[src/sv/qmtf_pkg.sv]
// Shared types and constants for the move-to-front queue.
// Depends on nothing; imported by every module of the block.
package qmtf_pkg;

  localparam int DEPTH   = 16;
  localparam int PTR_W   = $clog2(DEPTH);
  localparam int COUNT_W = 5;
  localparam int POS_W   = 5;

  localparam logic [1:0] CMD_ENQ  = 2'd0;
  localparam logic [1:0] CMD_DEQ  = 2'd1;
  localparam logic [1:0] CMD_MOVE = 2'd2;

  localparam logic [1:0] ST_OK     = 2'd0;
  localparam logic [1:0] ST_UNDER  = 2'd1;
  localparam logic [1:0] ST_OVER   = 2'd2;
  localparam logic [1:0] ST_BADPOS = 2'd3;

  typedef struct packed {
    logic [1:0]        command;
    logic signed [31:0] value;
    logic [POS_W-1:0]  position;
  } in_word_t;

  typedef struct packed {
    logic signed [31:0]  read_value;
    logic [1:0]          status;
    logic [COUNT_W-1:0]  count;
  } out_word_t;

endpackage

[src/sv/qmtf_slot.sv]
// Shared slot adder: head index plus offset, wrapped into the store depth.
// Depends on qmtf_pkg.
module qmtf_slot
  import qmtf_pkg::*;
(
  input  logic [PTR_W-1:0] head,
  input  logic [PTR_W-1:0] offset,
  output logic [PTR_W-1:0] slot
);

  logic [PTR_W:0] sum;

  always_comb begin
    sum = {1'b0, head} + {1'b0, offset};
    if (sum >= (PTR_W+1)'(DEPTH)) begin
      sum = sum - (PTR_W+1)'(DEPTH);
    end
    slot = sum[PTR_W-1:0];
  end

endmodule

[src/sv/queue_move_nth_to_front_core.sv]
// Top level: circular word store, command sequencer and output register.
// Depends on qmtf_pkg and qmtf_slot.
// One command at a time, the move loop paced by one store read port.
// Reset clears head index, fill count, sequencer and output valid; store contents stay unset.
module queue_move_nth_to_front_core
  import qmtf_pkg::*;
(
  input  logic      clk,
  input  logic      rst_n,
  input  logic      in_valid,
  output logic      in_ready,
  input  in_word_t  in_data,
  output logic      out_valid,
  input  logic      out_ready,
  output out_word_t out_data
);

  localparam logic [2:0] S_IDLE  = 3'd0;
  localparam logic [2:0] S_DEQ   = 3'd1;
  localparam logic [2:0] S_PICK  = 3'd2;
  localparam logic [2:0] S_SHIFT = 3'd3;
  localparam logic [2:0] S_HEAD  = 3'd4;

  logic [31:0] mem [DEPTH];

  logic [2:0]         state_r, state_nxt;
  logic [PTR_W-1:0]   head_r, head_nxt;
  logic [COUNT_W-1:0] fill_r, fill_nxt;
  logic [PTR_W-1:0]   k_r, k_nxt;
  logic [PTR_W-1:0]   ra_r;
  logic [PTR_W-1:0]   wa_r, wa_nxt;
  logic [31:0]        rdata_r;
  logic [31:0]        picked_r, picked_nxt;
  logic               out_valid_r;
  out_word_t          out_r, out_nxt;
  logic               load;

  logic [PTR_W-1:0] offset;
  logic [PTR_W-1:0] slot;
  logic [PTR_W-1:0] raddr;
  logic             we;
  logic [PTR_W-1:0] waddr;
  logic [31:0]      wdata;
  logic             in_fire;

  qmtf_slot u_slot (
    .head   (head_r),
    .offset (offset),
    .slot   (slot)
  );

  assign in_ready  = (state_r == S_IDLE) && (!out_valid_r || out_ready);
  assign in_fire   = in_valid && in_ready;
  assign out_valid = out_valid_r;
  assign out_data  = out_r;

  always_comb begin
    case (state_r)
      S_IDLE: begin
        if (in_data.command == CMD_ENQ) begin
          offset = fill_r[PTR_W-1:0];
        end else begin
          offset = PTR_W'(in_data.position - POS_W'(1));
        end
      end
      S_DEQ:   offset = PTR_W'(1);
      S_PICK:  offset = k_r - PTR_W'(1);
      S_SHIFT: offset = k_r - PTR_W'(2);
      default: offset = '0;
    endcase
  end

  always_comb begin
    state_nxt  = state_r;
    head_nxt   = head_r;
    fill_nxt   = fill_r;
    k_nxt      = k_r;
    wa_nxt     = wa_r;
    picked_nxt = picked_r;
    out_nxt    = out_r;
    load       = 1'b0;
    raddr      = slot;
    we         = 1'b0;
    waddr      = wa_r;
    wdata      = rdata_r;

    case (state_r)
      S_IDLE: begin
        if (in_fire) begin
          out_nxt.read_value = '0;
          out_nxt.status     = ST_OK;
          out_nxt.count      = fill_r;
          case (in_data.command)
            CMD_ENQ: begin
              load = 1'b1;
              if (fill_r >= COUNT_W'(DEPTH)) begin
                out_nxt.status = ST_OVER;
              end else begin
                we            = 1'b1;
                waddr         = slot;
                wdata         = in_data.value;
                fill_nxt      = fill_r + COUNT_W'(1);
                out_nxt.count = fill_r + COUNT_W'(1);
              end
            end
            CMD_DEQ: begin
              if (fill_r == '0) begin
                load           = 1'b1;
                out_nxt.status = ST_UNDER;
              end else begin
                raddr     = head_r;
                fill_nxt  = fill_r - COUNT_W'(1);
                state_nxt = S_DEQ;
              end
            end
            CMD_MOVE: begin
              if (fill_r <= COUNT_W'(1) || in_data.position == POS_W'(1)) begin
                load = 1'b1;
              end else if (in_data.position == '0 || in_data.position > fill_r) begin
                load           = 1'b1;
                out_nxt.status = ST_BADPOS;
              end else begin
                k_nxt     = offset;
                state_nxt = S_PICK;
              end
            end
            default: begin
              load = 1'b1;
            end
          endcase
        end
      end
      S_DEQ: begin
        load               = 1'b1;
        out_nxt.read_value = rdata_r;
        out_nxt.status     = ST_OK;
        out_nxt.count      = fill_r;
        head_nxt           = slot;
        state_nxt          = S_IDLE;
      end
      S_PICK: begin
        picked_nxt = rdata_r;
        wa_nxt     = ra_r;
        state_nxt  = S_SHIFT;
      end
      S_SHIFT: begin
        we     = 1'b1;
        waddr  = wa_r;
        wdata  = rdata_r;
        wa_nxt = ra_r;
        k_nxt  = k_r - PTR_W'(1);
        if (k_r == PTR_W'(1)) begin
          state_nxt = S_HEAD;
        end
      end
      S_HEAD: begin
        we                 = 1'b1;
        waddr              = head_r;
        wdata              = picked_r;
        load               = 1'b1;
        out_nxt.read_value = '0;
        out_nxt.status     = ST_OK;
        out_nxt.count      = fill_r;
        state_nxt          = S_IDLE;
      end
      default: begin
        state_nxt = S_IDLE;
      end
    endcase
  end

  always_ff @(posedge clk) begin
    if (we) begin
      mem[waddr] <= wdata;
    end
    rdata_r <= mem[raddr];
  end

  always_ff @(posedge clk) begin
    ra_r     <= raddr;
    wa_r     <= wa_nxt;
    k_r      <= k_nxt;
    picked_r <= picked_nxt;
    out_r    <= out_nxt;
  end

  always_ff @(posedge clk) begin
    if (!rst_n) begin
      state_r     <= S_IDLE;
      head_r      <= '0;
      fill_r      <= '0;
      out_valid_r <= 1'b0;
    end else begin
      state_r <= state_nxt;
      head_r  <= head_nxt;
      fill_r  <= fill_nxt;
      if (load) begin
        out_valid_r <= 1'b1;
      end else if (out_ready) begin
        out_valid_r <= 1'b0;
      end
    end
  end

`ifndef SYNTH
  a_fill_bound: assert property (@(posedge clk) disable iff (!rst_n)
    fill_r <= COUNT_W'(DEPTH))
    else $error("fill count exceeds depth");

  a_busy_not_ready: assert property (@(posedge clk) disable iff (!rst_n)
    state_r != S_IDLE |-> !in_ready)
    else $error("ready while a command is in progress");

  a_late_load_free: assert property (@(posedge clk) disable iff (!rst_n)
    (state_r == S_DEQ || state_r == S_HEAD) |-> !out_valid_r)
    else $error("result would overwrite a pending word");

  a_shift_count: assert property (@(posedge clk) disable iff (!rst_n)
    state_r == S_SHIFT |-> k_r != '0)
    else $error("shift step with zero remaining");

  a_enq_grows: assert property (@(posedge clk) disable iff (!rst_n)
    in_fire && in_data.command == CMD_ENQ && fill_r < COUNT_W'(DEPTH)
    |=> fill_r == $past(fill_r) + COUNT_W'(1))
    else $error("enqueue did not grow the queue");
`endif

endmodule
[config.mk]
export PLATFORM = sky130hd
export DESIGN_NAME = queue_move_nth_to_front_core
export DESIGN_NICKNAME = d
export VERILOG_FILES = /design/src/sv/qmtf_pkg.sv /design/src/sv/qmtf_slot.sv /design/src/sv/queue_move_nth_to_front_core.sv
export SDC_FILE = /design/constraint.sdc
export NUM_CORES = 1
export LEC_CHECK = 0
export ABC_AREA = 1
export BUFFER_PORTS_ARGS = -buffer_cell sky130_fd_sc_hd__buf_2
export CAP_MARGIN = 20
export CORE_ASPECT_RATIO = 1.75
export CORE_UTILIZATION = 40
export DETAILED_ROUTE_END_ITERATION = 12
export GPL_TIMING_DRIVEN = 0
export HOLD_SLACK_MARGIN = 0.02
export PLACE_DENSITY = 0.62
export SYNTH_ARGS = -nofsm -noshare
export SYNTH_HDL_FRONTEND = slang
export SYNTH_SLANG_ARGS = --single-unit
[constraint.sdc]
create_clock -name clk -period 5.99 [get_ports clk]
set_input_delay 0.2995 -clock clk [delete_from_list [all_inputs] [get_ports clk]]
set_output_delay 0.2995 -clock clk [all_outputs]
set_load 0.02 [all_outputs]
==> reports/qor.csv <==
metric;value;unit
fp.coreArea;69700;µm²
ys.flop_type;edfxtp_1;
grt_max_degree;31;
yosys-top-cells-area;edfxtp_1 63%, nand3_1 9.5%, inv_1 6.7%;
setup.reg_to_reg.worst_slack;1.03;ns
initial_core_util;40.5;%
cp-end-kind;flip-flop;
first_pass_iters;5;
max_slew_margin;26.4;%
cp.depth;15;
cts_buffer_depth;3;
synth_most_common_cell;edfxtp_1;
slew_violations;0;
critPathLaunchType;flip-flop;
syn_area;28200;µm²
rows;128;
critPathKind;flip-flop to flip-flop;
die_area;71600;µm²
synth_edf_count;591;
via_count;20300;
holdPathEnd;out_valid;
drive_gt1_share;11.1;%
finalClockSkew;0.0169;ns
drv_cap;0;
syn_avg_cell_area;10.5;µm²
io_buffers;83;
post_drt_via_cell_ratio;5.30;
cpPeakStageDelay;0.87;ns
yosys.area.top_type_share;62.9;%
n_fill_cell;6297;
synthCells;2695;
tightest_slew;1.10;ns
nets;2952;
wl_per_cell;22.9;µm
place_congestion;0.914;
die_w;203;µm
first_global_vias;20100;
dr.first_iter.drc_count;2169;
ff2ff_path_depth;15;
cts_setup_buffers;0;
grt_use_total;24.6;%
area_growth;14.8;%
clkSinkCount;640;
outcome;finished, final reports clean;
finalHoldViolCount;0;
clock-root-buffer;clkbuf_16;
seq_area;18700;µm²
chipHeight;353;µm
grt_antenna_before_repair;1;
grt_setup_unrepaired;false;
synthTopCellsByCount;591 x edfxtp_1, 534 x nand3_1, 507 x inv_1;
r2r_end;rdata_r[15];
diodes;0;
grt.overflow.total;0;
synth_top_area_cell;edfxtp_1;
cp.arrival;5.46;ns
yosys_warnings;0;
worstPathCellList;inv_1 -> nor3_4 -> a21oi_1 -> o221ai_1 -> ha_1 -> inv_1 -> fa_1 -> xor2_1 -> nand2_1 -> o21ai_1 -> buf_2 -> buf_1 -> nand3_1 -> nand3_1 -> nand2_1;
dpl.hpwl;64900;µm
path_buf_inv;4;
cts_tree;built;
clkLatencyLatePin;0.62;ns
drtAntennaViolNets;0;
grt_pass1_wl;128000;µm
synth_nets;2760;
ys_seq_area_share;66.4;%
multi_input_area;7060;µm²
synth_cell_types;40;
drt_wl_total;88100;µm
worstPathRequired;6.50;ns
cts_buffers;54;
min_delay_path_depth;4;
cts_htree_levels;2;
min-delay-start;out_ready;
fin_crit;4.96;ns
setup_viol;0;
utilization;46.5;%
worst_hold_slack;0.0809;ns
drc;0;
async_flop_share;0;%
worstHoldPathType;input pin to flip-flop;
cp_top_family;buffers and inverters;
reg2reg_from;state_r[1];
cts.clk_slew.worst_paths;0.07;ns
num_io_pins;84;
critPathSlowestCell;buf_1;
max_freq;202;MHz
post-route-period-util;82.8;%
synth-seq-cells;640;
cp_max_fo;17;
layer usage:
metal / up-vias / wire length, µm / global-route usage, %
li1: 9377 / - / -
met1: 9699 / 29500 / 25.3
met2: 944 / 46300 / 45.2
met3: 319 / 5060 / 3.00
met4: 2 / 7170 / 18.3
met5: - / 16 / 0
flip-flops by register name, summed over array words and instances (netlist names):
register and cells:
picked_r 32, head_r 4, mem 512, wa_r 4, k_r 4, ra_r 4
out_valid 1, rdata_r 32, state_r 3, out_data 39, fill_r 5
metrics by stage:
step | worst slack (ns) | std cells | setup TNS (ns) | cell area (µm²)
3_3_place_gp | -1.85 | 3688 | -885.94 | 29800
3_5_place_dp | 1.12 | 3739 | 0 | 30500
2_1_floorplan | 0.756 | 2695 | 0 | 28200
6_report | 1.03 | 3841 | 0 | 32400
4_1_cts | 1.13 | 3840 | 0 | 32400
5_1_grt | 0.827 | 3841 | 0 | 32400
worst max path at each step:
| stage | endpoint | startpoint | slack [ns] |
|---|---|---|---|
| after floorplan | mem[2][0] | state_r[1] | 0.76 |
| after global placement | mem[5][21] | state_r[1] | -1.85 |
| after detailed placement | rdata_r[15] | state_r[1] | 1.12 |
| after CTS | rdata_r[15] | state_r[1] | 1.13 |
| after global routing | rdata_r[15] | state_r[2] | 0.83 |
| final | rdata_r[15] | state_r[1] | 1.03 |
what timing repair did:
action,CTS,global route
gates resized for setup,0,0
hold endpoints to repair,1,0
hold buffers,1,0
endpoints found under the setup margin,0,0
cell usage in the layout (no fill, tap or decap), types with 4 or more instances in the layout:
cell type,n
edfxtp_1,591
nand3_1,534
inv_1,507
nand2_1,490
buf_2,155
nand3b_1,96
o21ai_0,65
clkbuf_16,55
nor2_1,53
a21oi_1,51
clkbuf_1,50
dfxtp_1,49
o211ai_1,32
buf_4,28
buf_1,23
ha_1,21
nor2_4,17
buf_12,16
clkinv_1,14
clkinv_2,13
bufinv_16,8
buf_6,6
xor2_1,4
nor3_1,4
nand2_2,4
a31oi_1,4
layout make-up:
| type | instances | share of cell area (%) |
|---|---|---|
| sequential | 640 | 57.8 |
| timing repair buffer | 136 | 3.35 |
| clock inverter | 40 | 1.25 |
| buffer | 143 | 1.95 |
| clock buffer | 60 | 4.37 |
| multi-input combinational | 1401 | 21.8 |
| inverter | 511 | 5.92 |
| tap | 910 | 3.52 |
cells by family after synthesis:
| family | share of synthesized area (%) |
|---|---|
| compound gates | 3.38 |
| xor+xnor | 0.155 |
| fa+ha+maj | 1.00 |
| buf+inv | 9.04 |
| flops | 66.4 |
| simple gates | 20.0 |
worst min-delay path, stage by stage:
cell     delay, ns
buf_2         0.08
inv_1         0.03
nand2_1       0.12
a31oi_1       0.10
Power is not shown: default switching activity piles up to over one toggle a cycle in this logic, so the estimate is an artifact.
